## config.mk

```make
export PLATFORM = sky130hd
export DESIGN_NAME = utf16_to_utf8_encoder_core
export DESIGN_NICKNAME = d
export VERILOG_FILES = /design/src/rtl/core/u2u8_pkg.sv /design/src/rtl/core/u2u8_front.sv /design/src/rtl/core/u2u8_queue.sv /design/src/rtl/core/u2u8_back.sv /design/src/rtl/core/utf16_to_utf8_encoder_core.sv
export SDC_FILE = /design/constraint.sdc
export NUM_CORES = 1
export LEC_CHECK = 0
export BUFFER_PORTS_ARGS = -buffer_cell sky130_fd_sc_hd__buf_4
export CAP_MARGIN = 20
export CORE_ASPECT_RATIO = 1.4
export CORE_MARGIN = 2
export CORE_UTILIZATION = 67
export CTS_CLUSTER_DIAMETER = 50
export DETAILED_ROUTE_END_ITERATION = 8
export PLACE_DENSITY = 0.87
export SLEW_MARGIN = 20
export SYNTH_ARGS = -nofsm -noshare
export SYNTH_HDL_FRONTEND = slang
export SYNTH_SLANG_ARGS = --single-unit
```

## constraint.sdc

```tcl
create_clock -name clk -period 11 [get_ports clk]
set_clock_uncertainty 0.1 [all_clocks]
set_input_delay 1.65 -clock clk [delete_from_list [all_inputs] [get_ports clk]]
set_output_delay 1.65 -clock clk [all_outputs]
set_load 0.01 [all_outputs]
```

## src/rtl/core/u2u8_pkg.sv

```systemverilog
// shared types and constants for the utf-16 to utf-8 encoder
// no dependencies
package u2u8_pkg;

	localparam int QDEPTH = 4;
	localparam int MAX_BYTES = 6;
	localparam int CNT_W = $clog2(MAX_BYTES + 1);
	localparam int IDX_W = $clog2(MAX_BYTES);

	localparam logic [15:0] MASK_ONE_BYTE = 16'hFF80;
	localparam logic [15:0] MASK_TWO_BYTE = 16'hF800;
	localparam logic [15:0] MASK_SURR     = 16'hFC00;
	localparam logic [15:0] HIGH_SURR     = 16'hD800;
	localparam logic [15:0] LOW_SURR      = 16'hDC00;
	localparam logic [7:0]  LEAD_TWO      = 8'hC0;
	localparam logic [7:0]  LEAD_THREE    = 8'hE0;
	localparam logic [7:0]  LEAD_FOUR     = 8'hF0;
	localparam logic [7:0]  CONT_MARK     = 8'h80;
	localparam logic [7:0]  CONT_BITS     = 8'h3F;

	// all bytes caused by one code unit, slot 0 goes out first
	typedef struct packed {
		logic [MAX_BYTES-1:0][7:0] bytes;
		logic [CNT_W-1:0]          count;
	} burst_t;

endpackage

```

## src/rtl/core/u2u8_front.sv

```systemverilog
// front end: accepts code units, tracks the held high surrogate, builds byte bursts
// depends on u2u8_pkg
module u2u8_front (
	input  logic                   clk,
	input  logic                   arst_n,
	input  logic                   accept,
	input  logic [15:0]            code_unit,
	output logic                   push,
	output u2u8_pkg::burst_t       burst
);

	logic        held_q;
	logic [9:0]  held_bits_q;
	logic        is_low;
	logic        is_high;
	logic        pair;
	logic [10:0] plane_hi;
	logic [20:0] cp;
	logic [2:0][7:0] ub;
	logic [1:0]  uc;
	logic [2:0][7:0] pre;
	logic [15:0] hs;

	assign is_low   = (code_unit & u2u8_pkg::MASK_SURR) == u2u8_pkg::LOW_SURR;
	assign is_high  = (code_unit & u2u8_pkg::MASK_SURR) == u2u8_pkg::HIGH_SURR;
	assign pair     = held_q && is_low;
	// code point = 0x10000 + (high << 10) + low
	assign plane_hi = {1'b0, held_bits_q} + 11'd64;
	assign cp       = {plane_hi, code_unit[9:0]};
	assign hs       = u2u8_pkg::HIGH_SURR | {6'd0, held_bits_q};

	assign pre[0] = u2u8_pkg::LEAD_THREE | {4'd0, hs[15:12]};
	assign pre[1] = u2u8_pkg::CONT_MARK | {2'd0, hs[11:6]};
	assign pre[2] = u2u8_pkg::CONT_MARK | {2'd0, hs[5:0]};

	// bytes for the unit on its own
	always_comb begin
		ub = '0;
		uc = 2'd0;
		if (code_unit == 16'd0) begin
			uc = 2'd1;
		end else if ((code_unit & u2u8_pkg::MASK_ONE_BYTE) == 16'd0) begin
			ub[0] = code_unit[7:0];
			uc    = 2'd1;
		end else if ((code_unit & u2u8_pkg::MASK_TWO_BYTE) == 16'd0) begin
			ub[0] = u2u8_pkg::LEAD_TWO | {3'd0, code_unit[10:6]};
			ub[1] = u2u8_pkg::CONT_MARK | {2'd0, code_unit[5:0]};
			uc    = 2'd2;
		end else if (!is_high) begin
			ub[0] = u2u8_pkg::LEAD_THREE | {4'd0, code_unit[15:12]};
			ub[1] = u2u8_pkg::CONT_MARK | {2'd0, code_unit[11:6]};
			ub[2] = u2u8_pkg::CONT_MARK | {2'd0, code_unit[5:0]};
			uc    = 2'd3;
		end
	end

	always_comb begin
		burst = '0;
		if (pair) begin
			burst.bytes[0] = u2u8_pkg::LEAD_FOUR | {5'd0, cp[20:18]};
			burst.bytes[1] = u2u8_pkg::CONT_MARK | {2'd0, cp[17:12]};
			burst.bytes[2] = u2u8_pkg::CONT_MARK | {2'd0, cp[11:6]};
			burst.bytes[3] = u2u8_pkg::CONT_MARK | {2'd0, cp[5:0]};
			burst.count    = u2u8_pkg::CNT_W'(4);
		end else if (held_q) begin
			burst.bytes[0] = pre[0];
			burst.bytes[1] = pre[1];
			burst.bytes[2] = pre[2];
			burst.bytes[3] = ub[0];
			burst.bytes[4] = ub[1];
			burst.bytes[5] = ub[2];
			burst.count    = u2u8_pkg::CNT_W'(3) + u2u8_pkg::CNT_W'(uc);
		end else begin
			burst.bytes[0] = ub[0];
			burst.bytes[1] = ub[1];
			burst.bytes[2] = ub[2];
			burst.count    = u2u8_pkg::CNT_W'(uc);
		end
	end

	assign push = accept && (burst.count != '0);

	always_ff @(posedge clk or negedge arst_n) begin
		if (!arst_n) begin
			held_q      <= 1'b0;
			held_bits_q <= '0;
		end else if (accept) begin
			held_q      <= is_high;
			held_bits_q <= is_high ? code_unit[9:0] : 10'd0;
		end
	end

endmodule

```

## src/rtl/core/u2u8_queue.sv

```systemverilog
// short burst queue between the front end and the byte serializer
// depends on u2u8_pkg
module u2u8_queue #(
	parameter int DEPTH = u2u8_pkg::QDEPTH
) (
	input  logic             clk,
	input  logic             arst_n,
	input  logic             push,
	input  u2u8_pkg::burst_t wr_burst,
	input  logic             pop,
	output logic             head_valid,
	output u2u8_pkg::burst_t head,
	output logic             full
);

	localparam int PTR_W = (DEPTH > 1) ? $clog2(DEPTH) : 1;
	localparam int FILL_W = $clog2(DEPTH + 1);

	u2u8_pkg::burst_t mem_q [DEPTH];
	logic [PTR_W-1:0]  wr_ptr_q;
	logic [PTR_W-1:0]  rd_ptr_q;
	logic [FILL_W-1:0] fill_q;
	logic              do_pop;

	assign head_valid = fill_q != '0;
	assign full       = fill_q == FILL_W'(DEPTH);
	assign head       = mem_q[rd_ptr_q];
	assign do_pop     = pop && head_valid;

	always_ff @(posedge clk) begin
		if (push) begin
			mem_q[wr_ptr_q] <= wr_burst;
		end
	end

	always_ff @(posedge clk or negedge arst_n) begin
		if (!arst_n) begin
			wr_ptr_q <= '0;
			rd_ptr_q <= '0;
			fill_q   <= '0;
		end else begin
			if (push) begin
				wr_ptr_q <= (wr_ptr_q == PTR_W'(DEPTH - 1)) ? '0 : wr_ptr_q + 1'b1;
			end
			if (do_pop) begin
				rd_ptr_q <= (rd_ptr_q == PTR_W'(DEPTH - 1)) ? '0 : rd_ptr_q + 1'b1;
			end
			if (push && !do_pop) begin
				fill_q <= fill_q + 1'b1;
			end else if (do_pop && !push) begin
				fill_q <= fill_q - 1'b1;
			end
		end
	end

endmodule

```

## src/rtl/core/u2u8_back.sv

```systemverilog
// back end: head burst to output register, one byte per cycle unless stalled
// depends on u2u8_pkg
module u2u8_back (
	input  logic             clk,
	input  logic             arst_n,
	input  logic             head_valid,
	input  u2u8_pkg::burst_t head,
	output logic             pop,
	output logic             out_valid,
	input  logic             out_stall,
	output logic [7:0]       out_byte,
	output logic             last_of_run
);

	logic [u2u8_pkg::IDX_W-1:0] idx_q;
	logic                       load;
	logic                       final_byte;

	assign load       = head_valid && (!out_valid || !out_stall);
	assign final_byte = u2u8_pkg::CNT_W'(idx_q) == (head.count - 1'b1);
	assign pop        = load && final_byte;

	always_ff @(posedge clk or negedge arst_n) begin
		if (!arst_n) begin
			idx_q     <= '0;
			out_valid <= 1'b0;
		end else begin
			if (load) begin
				out_valid <= 1'b1;
				idx_q     <= final_byte ? '0 : idx_q + 1'b1;
			end else if (!out_stall) begin
				out_valid <= 1'b0;
			end
		end
	end

	always_ff @(posedge clk) begin
		if (load) begin
			out_byte    <= head.bytes[idx_q];
			last_of_run <= final_byte;
		end
	end

endmodule

```

## src/rtl/core/utf16_to_utf8_encoder_core.sv

```systemverilog
// utf-16 to utf-8 encoder: one code unit per input beat, one utf-8 byte per output beat
// path: an accepted unit's burst is written into the queue, then its first byte passes through the output register
// throughput: one input beat per cycle while the burst queue has room; output one byte
//   per cycle while out_stall is low, so a unit keeps the byte serializer busy until all of its
//   bytes are out (0 to 6, typically 1 to 3); the serializer sets the sustained rate
// reset: arst_n clears the held surrogate, the queue pointers and the output valid
module utf16_to_utf8_encoder_core #(
	parameter int QDEPTH = u2u8_pkg::QDEPTH
) (
	input  logic        clk,
	input  logic        arst_n,
	// input channel
	input  logic        in_valid,
	output logic        in_stall,
	input  logic [15:0] code_unit,
	// output channel
	output logic        out_valid,
	input  logic        out_stall,
	output logic [7:0]  out_byte,
	output logic        last_of_run
);

	logic             accept;
	logic             push;
	u2u8_pkg::burst_t burst;
	logic             full;
	logic             head_valid;
	u2u8_pkg::burst_t head;
	logic             pop;

	// input stalls only on a full queue, so a unit that makes no byte still waits for room
	assign in_stall = full;
	assign accept   = in_valid && !in_stall;

	// front end classifies the unit and pairs surrogates into whole bursts
	u2u8_front u_front (
		.clk       (clk),
		.arst_n    (arst_n),
		.accept    (accept),
		.code_unit (code_unit),
		.push      (push),
		.burst     (burst)
	);

	// decouples the unit rate from the byte rate
	u2u8_queue #(
		.DEPTH (QDEPTH)
	) u_queue (
		.clk        (clk),
		.arst_n     (arst_n),
		.push       (push),
		.wr_burst   (burst),
		.pop        (pop),
		.head_valid (head_valid),
		.head       (head),
		.full       (full)
	);

	// serializer with the output register, last byte of a burst flags last_of_run
	u2u8_back u_back (
		.clk         (clk),
		.arst_n      (arst_n),
		.head_valid  (head_valid),
		.head        (head),
		.pop         (pop),
		.out_valid   (out_valid),
		.out_stall   (out_stall),
		.out_byte    (out_byte),
		.last_of_run (last_of_run)
	);

endmodule

```

==> results of run 1 <==
## worst max-delay path: cells and delay by family, from the launching register on
kind	cells	cell delay [ns]
DFF	1	0.51
buffers and inverters	4	1.00
and+or+nand+nor	1	0.43
xor gates and xnor gates	2	0.32
muxes	2	0.89
adders and majority gates	3	0.80
## state kept, by name, indices dropped and copies added (netlist names)
| signal | count |
|---|---|
| u_queue.mem_q | 188 |
| u_back.idx_q | 3 |
| u_back.last_of_run | 1 |
| u_queue.wr_ptr_q | 2 |
| u_queue.fill_q | 3 |
| u_front.held_q | 1 |
| u_back.out_byte | 8 |
| u_queue.rd_ptr_q | 2 |
| u_front.held_bits_q | 10 |
| u_back.out_valid | 1 |
## metal layers
| metal | wire (um) | GRT usage [%] | vias to the layer above | share of wire (%) |
|---|---|---|---|---|
| met5 | 0 | 0 | - | 0 |
| met4 | 836 | 12.4 | 0 | 4.0 |
| met3 | 1680 | 4.34 | 69 | 8.0 |
| met2 | 10600 | 46.2 | 370 | 51 |
| met1 | 7790 | 38.0 | 2764 | 37 |
| li1 | - | - | 2362 | - |
## report_power, final
| group | switching (W) | internal, W |
|---|---|---|
| combinational | 0.000468 | 0.000364 |
| sequential | 0.0000811 | 0.00113 |
| clock | 0.000296 | 0.000397 |
## layout make-up
| cell class | count | share of cell area, % |
|---|---|---|
| Sequential cell | 219 | 61.2 |
| Multi-Input combinational cell | 322 | 27.4 |
| Clock buffer | 24 | 5.08 |
| Timing Repair Buffer | 38 | 2.70 |
| Tap cell | 185 | 2.19 |
| Clock inverter | 12 | 1.10 |
| Inverter | 10 | 0.355 |
## through the flow
step	instance area [um^2]	std cells	setup slack, ns	util, %	hold WS (ns)
floorplan	9570	582	6.92	-	0.356
global placement	9920	774	6.73	71.3	0.370
detailed placement	9920	774	6.68	71.3	0.386
CTS	10600	810	6.70	76.0	0.394
global route	10600	810	6.56	76.0	0.430
finish	10600	810	6.80	76.0	0.391
## how the worst max path moves through the flow
stage | to | slack [ns] | cells past startpoint
global placement | u_queue.fill_q[1]$_DFFE_PN0P_ | 6.73 | 8
CTS | u_queue.fill_q[1]$_DFFE_PN0P_ | 6.70 | 12
global route | u_queue.fill_q[1]$_DFFE_PN0P_ | 6.56 | 12
floorplan | u_queue.mem_q[0][0]$_DFFE_PP_ | 6.92 | 5
detailed placement | u_queue.fill_q[1]$_DFFE_PN0P_ | 6.68 | 8
finish | u_queue.fill_q[1]$_DFFE_PN0P_ | 6.80 | 12
## cell families (layout without fill, tap and decap cells)
| logic type | Yosys count | after routing | share of synthesized area (%) |
|---|---|---|---|
| buf+inv | 41 | 84 | 2.22 |
| simple gates | 107 | 107 | 6.15 |
| compound gates | 101 | 101 | 6.66 |
| flops | 219 | 219 | 67.6 |
| xor+xnor | 10 | 10 | 1.07 |
| mux | 94 | 94 | 14.9 |
| fa+ha+maj | 10 | 10 | 1.39 |
## placed cells by master, fill, tap and decap left out, types with 4 or more instances in the layout
| cell | instances |
|---|---|
| a21oi_1 | 15 |
| a32oi_1 | 4 |
| and2_1 | 6 |
| and2_2 | 4 |
| buf_4 | 38 |
| clkbuf_16 | 21 |
| clkinv_1 | 7 |
| dfrtp_1 | 20 |
| edfxtp_1 | 197 |
| ha_1 | 9 |
| inv_1 | 9 |
| mux2_2 | 15 |
| mux2i_1 | 41 |
| mux4_1 | 4 |
| mux4_2 | 32 |
| nand2_1 | 35 |
| nand2b_1 | 4 |
| nand3_1 | 17 |
| nor2_1 | 18 |
| o21ai_0 | 42 |
| o22a_1 | 6 |
| o22ai_1 | 7 |
| o31ai_1 | 7 |
| xnor2_1 | 6 |
==> results.sh, run 1 <==
export IMPL_holdBufCountCts=0
export IMPL_critPathMaxFanout=53
export IMPL_die_y_um=145
export IMPL_cts_tree="yes"
export IMPL_slew_headroom_pct=31.3
export IMPL_hold_depth=1
export IMPL_r2r_end="u_queue.fill_q[1]$_DFFE_PN0P_"
export IMPL_yosysSeqAreaShare_pct=67.6
export IMPL_worst_path_largest_cell_delay_ns=0.73
export IMPL_cts_buffers=20
export IMPL_grt_first_pass_wirelength_um=32200
export IMPL_routedWlPerCell_um=25.9
export IMPL_min_to="u_queue.fill_q[2]$_DFFE_PN0P_"
export IMPL_synth_edf_count=197
export IMPL_drtPass1Iterations=5
export IMPL_p_leak_nw=3.63
export IMPL_post_cts_buffers=0
export IMPL_hp_class="reg -> reg"
export IMPL_arrival_ns=4.48
export IMPL_power_w=0.00273
export IMPL_grt_ovfl_total=0
export IMPL_vdd_drop_max_v=0.000265
export IMPL_antenna_found_initial=0
export IMPL_synth_distinct_cells=61
export IMPL_drive_gt1_share_pct=21.1
export IMPL_post_cts_resized=0
export IMPL_start_kind="flop"
export IMPL_dp_hpwl_um=12400
export IMPL_seq_area_um2=6470
export IMPL_yosysMostFrequentCell="edfxtp_1"
export IMPL_tightest_slew_ns=1.02
export IMPL_ys_async_sr_fraction_pct=10.0
export IMPL_syn_nets=612
export IMPL_crit_top_cell="inv_1"
export IMPL_yosys_area_top_type_share_pct=61.8
export IMPL_fmax_ghz=0.238
export IMPL_r2r_start="u_queue.rd_ptr_q[0]$_DFFE_PN0P_"
export IMPL_ctsHtreeMaxLevel=1
export IMPL_crit_start="u_queue.rd_ptr_q[0]$_DFFE_PN0P_"
export IMPL_fin_setup_tns_ns=0
export IMPL_die_w_um=105
export IMPL_fin_crit_sh_pct=38.2
export IMPL_crit_slowest_cell="buf_4"
export IMPL_track_usage_pct=28.1
export IMPL_grt_max_degree=56
export IMPL_routed_wl_um=21000
export IMPL_syn_area_um2=9570
export IMPL_fillers=794
export IMPL_core_area_um2=13900
export IMPL_crit_chain="buf_4 -> mux4_2 -> inv_1 -> ha_1 -> xnor2_1 -> xnor2_2 -> nor4b_4 -> inv_1 -> ha_1 -> inv_1 -> fa_1 -> mux2_2"
export IMPL_syn_to_final_growth_pct=10.5
export IMPL_p_per_area_nw_per_um2=258
export IMPL_io_pins=31
export IMPL_place_congestion=0.927
export IMPL_regToRegSetupSlack_ns=6.80
export IMPL_reg2reg_depth=12
export IMPL_outcome="complete, no violations"
export IMPL_ys_ff_latch=219
export IMPL_drv_cap=0
export IMPL_cp_required_ns=11.28
export IMPL_drc_errors=0
export IMPL_cts_sinks=219
export IMPL_cts_path_max_buffers=3
export IMPL_multi_input_area_um2=2890
export IMPL_die_area_um2=15300
export IMPL_n_antenna_cell=0
export IMPL_setup_viol=0
export IMPL_end_kind="flop"
export IMPL_rsz0062_at_grt="no"
export IMPL_clk_pin_slew_ns=0.07
export IMPL_yosys_top_cells_count="edfxtp_1 (197), o21ai_0 (42), mux2i_1 (41)"
export IMPL_critPathKind="reg -> reg"
export IMPL_viasPerCell=6.87
export IMPL_cts_root_buf="clkbuf_16"
export IMPL_initial_core_util_pct=68.8
export IMPL_num_rows=51
export IMPL_synthTopCellsByArea="edfxtp_1 (62%), mux4_2 (7.5%), dfrtp_1 (5.8%), mux2i_1 (4.3%), o21ai_0 (2.2%)"
export IMPL_synthFlopType="edfxtp_1"
export IMPL_drt_initial_drc_count=511
export IMPL_nNetsFinal=641
export IMPL_hold_viol_final=0
export IMPL_postSynthAreaPerCell_um2=16.4
export IMPL_antenna_left=0
export IMPL_numPortBuffers=30
export IMPL_drv_slew=0
export IMPL_clkLatencyLatePin_ns=0.50
export IMPL_synthCells=582
export IMPL_synth_area_leader_cell="edfxtp_1"
export IMPL_yosys_warnings=0
export IMPL_grt_pass1_vias=5575
export IMPL_fin_crit_ns=4.20
export IMPL_num_vias=5565
export IMPL_min_from="u_queue.fill_q[2]$_DFFE_PN0P_"
No activity file was read; power rests on OpenSTA's default activity.
==> run 2: changes to the inputs <==
Settings changed: CORE_UTILIZATION 67 to 62, PLACE_DENSITY 0.87 to 0.82.
Clock period 11 ns to 4.1 ns, I/O delays scaled along.
==> run 2 against run 1 <==
Critical path depth down 1. Largest power group unchanged. Sequential cell count unchanged. Count of clock-buffer cells in the layout up 3. Power rose to 2.7 times the previous value. Register-to-register slack worse by 6.0 ns. Utilization down 5.3 points. Routed wire length down 5.0%. Worst setup slack worse by 6.0 ns. Sequential power rose to 2.7 times the previous value. Combinational power rose to 2.7 times the previous value. Maximum frequency up 27%.
==> results.sh, run 2 (synthesis results as in run 1) <==
export IMPL_die_area_um2=16500
export IMPL_fin_util_pct=70.7
export IMPL_p_leak_nw=3.66
export IMPL_met2_wirelength_um=10500
export IMPL_p_per_area_nw_per_um2=685
export IMPL_clk_pin_slew_ns=0.06
export IMPL_outcome="complete, no violations"
export IMPL_post_cts_resized=0
export IMPL_die_y_um=151
export IMPL_reg_top3="u_queue.mem_q: 188 flops, u_front.held_bits_q: 10 flops, u_back.out_byte: 8 flops"
export IMPL_cts_tree="yes"
export IMPL_drv_slew=0
export IMPL_grt_pass1_vias=5622
export IMPL_post_cts_buffers=0
export IMPL_wl_met1_um=7530
export IMPL_core_area_um2=15100
export IMPL_hold_viol_final=0
export IMPL_cp_required_ns=4.38
export IMPL_critPathKind="reg -> reg"
export IMPL_critPathMaxFanout=5
export IMPL_start_kind="flop"
export IMPL_arrival_ns=3.59
export IMPL_cts_root_buf="clkbuf_16"
export IMPL_drtPass1Iterations=5
export IMPL_fin_crit_sh_pct=80.7
export IMPL_dp_hpwl_um=12900
export IMPL_num_rows=53
export IMPL_largest_reg_flops=188
export IMPL_tightest_slew_ns=1.01
export IMPL_fillers=911
export IMPL_grt_first_pass_wirelength_um=31200
export IMPL_rsz0062_at_grt="no"
export IMPL_drv_cap=0
export IMPL_drt_initial_drc_count=418
export IMPL_cts_path_max_buffers=3
export IMPL_routedWlPerCell_um=24.2
export IMPL_fin_setup_tns_ns=0
export IMPL_drc_errors=0
export IMPL_num_vias=5388
export IMPL_antenna_found_initial=0
export IMPL_cts_buffers=20
export IMPL_mostFrequentLayoutCells="edfxtp_1 (197), o21ai_0 (42), buf_4 (42), mux2i_1 (41), nand2_1 (35)"
export IMPL_initial_core_util_pct=63.6
export IMPL_n_antenna_cell=0
export IMPL_grt_ovfl_total=0
export IMPL_fmax_ghz=0.302
export IMPL_highest_layer="met4"
export IMPL_end_kind="flop"
export IMPL_viasPerCell=6.55
export IMPL_final_common_cell="edfxtp_1"
export IMPL_antenna_left=0
export IMPL_cts_sinks=219
export IMPL_drive_gt1_share_pct=22.0
export IMPL_vdd_drop_max_v=0.000598
export IMPL_fin_crit_ns=3.31
export IMPL_setup_viol=0
export IMPL_clkLatencyLatePin_ns=0.49
export IMPL_syn_to_final_growth_pct=11.2
export IMPL_regMostFlops="u_queue.mem_q"
export IMPL_hp_class="in -> reg"
export IMPL_place_congestion=0.961
export IMPL_routed_wl_um=19900
export IMPL_numPortBuffers=30
export IMPL_die_w_um=109
export IMPL_io_pins=31
export IMPL_ctsHtreeMaxLevel=1
export IMPL_track_usage_pct=25.7
export IMPL_grt_max_degree=59
export IMPL_slew_headroom_pct=32.5
export IMPL_holdBufCountCts=1
export IMPL_dr_wl_met3_um=1150
export IMPL_nNetsFinal=647
-- run 2: cell count changes in the layout (fill, tap and decap cells not counted), moves of 2 or more --
cell / previous run / this run
buf_4: 38 / 42
clkinv_1: 7 / 4
clkbuf_8: 0 / 2
inv_6: 0 / 2
-- run 2: final cells by class --
cell class,count,area [um^2],share of cell area (%)
clock buffer,27,568,5.34
clock inverter,9,80.1,0.753
inverter,10,37.5,0.353
multi-input combinational,322,2890,27.2
sequential,219,6470,60.8
tap,192,240,2.26
timing repair buffer,44,345,3.25
-- run 2: critical path: stages, from the launching register on --
cell     delay, ns
dfrtp_4       0.46
mux4_2        0.55
inv_1         0.08
ha_1          0.15
xnor2_1       0.17
xnor2_2       0.14
nor4b_4       0.44
inv_1         0.12
ha_1          0.23
inv_1         0.08
fa_1          0.39
mux2_2        0.28
-- run 2: metal layers --
| metal | vias up | track usage (%) |
|---|---|---|
| li1 | 2372 | - |
| met1 | 2710 | 33.2 |
| met2 | 249 | 43.8 |
| met3 | 57 | 3.49 |
| met4 | 0 | 11.0 |
| met5 | - | 0 |
-- run 2: report_power, final --
| group | internal, W | switching, W |
|---|---|---|
| Combinational | 0.000994 | 0.00124 |
| Sequential | 0.00302 | 0.000211 |
| Clock | 0.00104 | 0.000777 |
-- run 2: path summary, 6_finish.rpt --
path	startpoint	to	slack, ns	cells after the start
min in group asynchronous	arst_n	u_queue.wr_ptr_q[0]$_DFFE_PN0P_	0.44	2
worst min-delay path	out_stall	u_back.out_valid$_DFFE_PN0P_	0.23	3
worst max register to register	u_queue.rd_ptr_q[0]$_DFFE_PN0P_	u_queue.fill_q[1]$_DFFE_PN0P_	0.79	11
max in group asynchronous	arst_n	u_queue.rd_ptr_q[0]$_DFFE_PN0P_	3.21	2
worst max-delay path	u_queue.rd_ptr_q[0]$_DFFE_PN0P_	u_queue.fill_q[1]$_DFFE_PN0P_	0.79	11
worst min register to register	u_queue.fill_q[2]$_DFFE_PN0P_	u_queue.fill_q[2]$_DFFE_PN0P_	0.40	1
-- run 2: metrics by stage --
step	instance area (um^2)	hold slack, ns	cells	setup WS (ns)	total power, W
after global routing	10600	0.233	823	0.602	0.00761
after floorplan	9570	0.219	582	0.657	0.00487
after global placement	9980	0.370	786	0.974	0.00538
after CTS	10600	0.216	823	0.780	0.00733
after detailed placement	9980	0.385	786	0.812	0.00550
final	10600	0.225	823	0.791	0.00728
==> run 3: changes to the inputs <==
Clock period 4.1 ns to 3.15 ns, I/O delays scaled along.
==> run 3 against run 2 <==
Worst setup slack worse by 0.73 ns. Largest power group unchanged. Cell area up 1.3%. Utilization up 0.92 points. Power up 33%. Highest routed layer unchanged.
==> results.sh, run 3 (synthesis results as in run 1) <==
export IMPL_crit_slowest_cell="mux4_2"
export IMPL_n_antenna_cell=0
export IMPL_die_area_um2=16500
export IMPL_routed_wl_um=20600
export IMPL_outcome="complete, no violations"
export IMPL_ctsHtreeMaxLevel=1
export IMPL_end_kind="flop"
export IMPL_antenna_found_initial=0
export IMPL_viasPerCell=6.62
export IMPL_drt_initial_drc_count=455
export IMPL_grt_max_degree=48
export IMPL_track_usage_pct=26.3
export IMPL_cts_sinks=219
export IMPL_cp_buffers_inverters=3
export IMPL_hp_class="in -> reg"
export IMPL_nNetsFinal=657
export IMPL_preCtsSetupSlack_ns=0.0253
export IMPL_setup_viol=0
export IMPL_drv_cap=0
export IMPL_grt_first_pass_wirelength_um=31700
export IMPL_placed_area_um2=10100
export IMPL_cts_buffers=19
export IMPL_arrival_ns=3.36
export IMPL_cts_tree="yes"
export IMPL_final_common_cell="edfxtp_1"
export IMPL_drive_gt1_share_pct=24.1
export IMPL_fin_setup_tns_ns=0
export IMPL_power_w=0.00969
export IMPL_reg_top3="u_queue.mem_q: 188 flops, u_front.held_bits_q: 10 flops, u_back.out_byte: 8 flops"
export IMPL_slew_headroom_pct=51.4
export IMPL_crit_family="multiplexers"
export IMPL_p_leak_nw=3.72
export IMPL_place_congestion=0.919
export IMPL_io_pins=31
export IMPL_start_kind="flop"
export IMPL_tightest_slew_ns=0.721
export IMPL_fmax_ghz=0.324
export IMPL_rsz0062_at_grt="yes"
export IMPL_dp_hpwl_um=12900
export IMPL_crit_chain="mux4_2 -> inv_2 -> ha_4 -> xnor2_4 -> xnor2_2 -> nor4b_4 -> inv_1 -> ha_4 -> inv_2 -> fa_1 -> mux2_2"
export IMPL_instances_no_fill=831
export IMPL_syn_to_final_growth_pct=12.6
export IMPL_critPathMaxFanout=4
export IMPL_initial_core_util_pct=63.6
export IMPL_num_rows=53
export IMPL_mostFrequentLayoutCells="edfxtp_1 (197), buf_4 (50), o21ai_0 (42), mux2i_1 (41), nand2_1 (35)"
export IMPL_grt_pass1_vias=5612
export IMPL_vdd_drop_max_v=0.000780
export IMPL_numPortBuffers=30
export IMPL_antenna_left=0
export IMPL_clk_pin_slew_ns=0.07
export IMPL_p_per_area_nw_per_um2=899
export IMPL_fin_crit_ns=3.09
export IMPL_largest_reg_flops=188
export IMPL_drtPass1Iterations=5
export IMPL_regMostFlops="u_queue.mem_q"
export IMPL_clkLatencyLatePin_ns=0.48
export IMPL_routedWlPerCell_um=24.7
export IMPL_fin_area_um2=10800
export IMPL_place_inst=794
export IMPL_core_area_um2=15100
export IMPL_cts_root_buf="clkbuf_16"
export IMPL_drv_slew=0
export IMPL_worst_path_largest_cell_delay_ns=0.56
export IMPL_fin_crit_sh_pct=98.1
export IMPL_drc_errors=0
export IMPL_cp_required_ns=3.42
export IMPL_grt_ovfl_total=0
export IMPL_critPathKind="reg -> reg"
export IMPL_hold_viol_final=0
export IMPL_die_y_um=151
export IMPL_die_w_um=109
export IMPL_cts_path_max_buffers=3
export IMPL_num_vias=5499
export IMPL_setup_ws_ns=0.0613
run 3: changes by cell type in the layout (fill, tap and decap cells not counted), moves of 2 or more:
cell	before	now
buf_12	1	4
clkbuf_16	21	19
xnor2_1	6	4
clkbuf_8	2	0
ha_1	9	7
inv_2	0	3
ha_4	0	2
buf_4	42	50
clkinv_2	1	3
inv_1	9	6
bufinv_16	1	3
run 3: cell type report:
class | count | area (um^2)
repair buffers | 55 | 465
clock buffers | 24 | 494
inverters | 10 | 37.5
well taps | 192 | 240
fillers | 910 | 4280
clock inverters | 9 | 121
multi-input cells | 322 | 2940
flip-flops and latches | 219 | 6470
run 3: tightest hold or removal path, cell delays in order:
cell and delay [ns]:
buf_4 0.08, nand2_1 0.04, nand2_1 0.05
run 3: where the power goes:
part	leakage [nW]	internal [W]	total [W]	switching, W
Sequential	2.05	0.00392	0.00420	0.000280
Clock	0.302	0.00136	0.00234	0.000980
Combinational	1.37	0.00143	0.00315	0.00171
Total	3.72	0.00672	0.00969	0.00297
run 3: final timing paths:
kind / from / endpoint / slack, ns / cells after the start
setup / recovery: u_queue.rd_ptr_q[0]$_DFFE_PN0P_ / u_queue.fill_q[1]$_DFFE_PN0P_ / 0.06 / 11
hold reg to reg: u_back.out_valid$_DFFE_PN0P_ / u_back.out_valid$_DFFE_PN0P_ / 0.41 / 2
min in group asynchronous: arst_n / u_back.out_valid$_DFFE_PN0P_ / 0.33 / 2
max in group asynchronous: arst_n / u_queue.rd_ptr_q[0]$_DFFE_PN0P_ / 2.34 / 2
setup reg to reg: u_queue.rd_ptr_q[0]$_DFFE_PN0P_ / u_queue.fill_q[1]$_DFFE_PN0P_ / 0.06 / 11
hold / removal: out_stall / u_back.out_valid$_DFFE_PN0P_ / 0.09 / 3
run 3: timing repair:
| item | in CTS | in global routing |
|---|---|---|
| resized for setup | 0 | 3 |
| hold buffers | 1 | 0 |
| pin swaps | 1 | 4 |
| endpoints found under the hold margin | 22 | 0 |
| endpoints found under the setup margin | 2 | 2 |
| gates cloned | 0 | 0 |
| buffers inserted | 0 | 3 |
run 3: per-layer routing:
layer / vias up / wire length [um] / global-route usage (%)
met5: - / 0 / 0
met4: 0 / 694 / 10.0
met3: 53 / 1550 / 3.44
met2: 294 / 10600 / 44.8
met1: 2753 / 7760 / 34.8
li1: 2399 / - / -
run 3: per-stage QoR:
| step | hold slack, ns | util (%) |
|---|---|---|
| 2_1_floorplan | 0.0769 | - |
| 3_3_place_gp | 0.287 | 67.1 |
| 3_5_place_dp | 0.295 | 67.1 |
| 4_1_cts | 0.0899 | 71.3 |
| 5_1_grt | 0.111 | 71.6 |
| 6_report | 0.0948 | 71.6 |
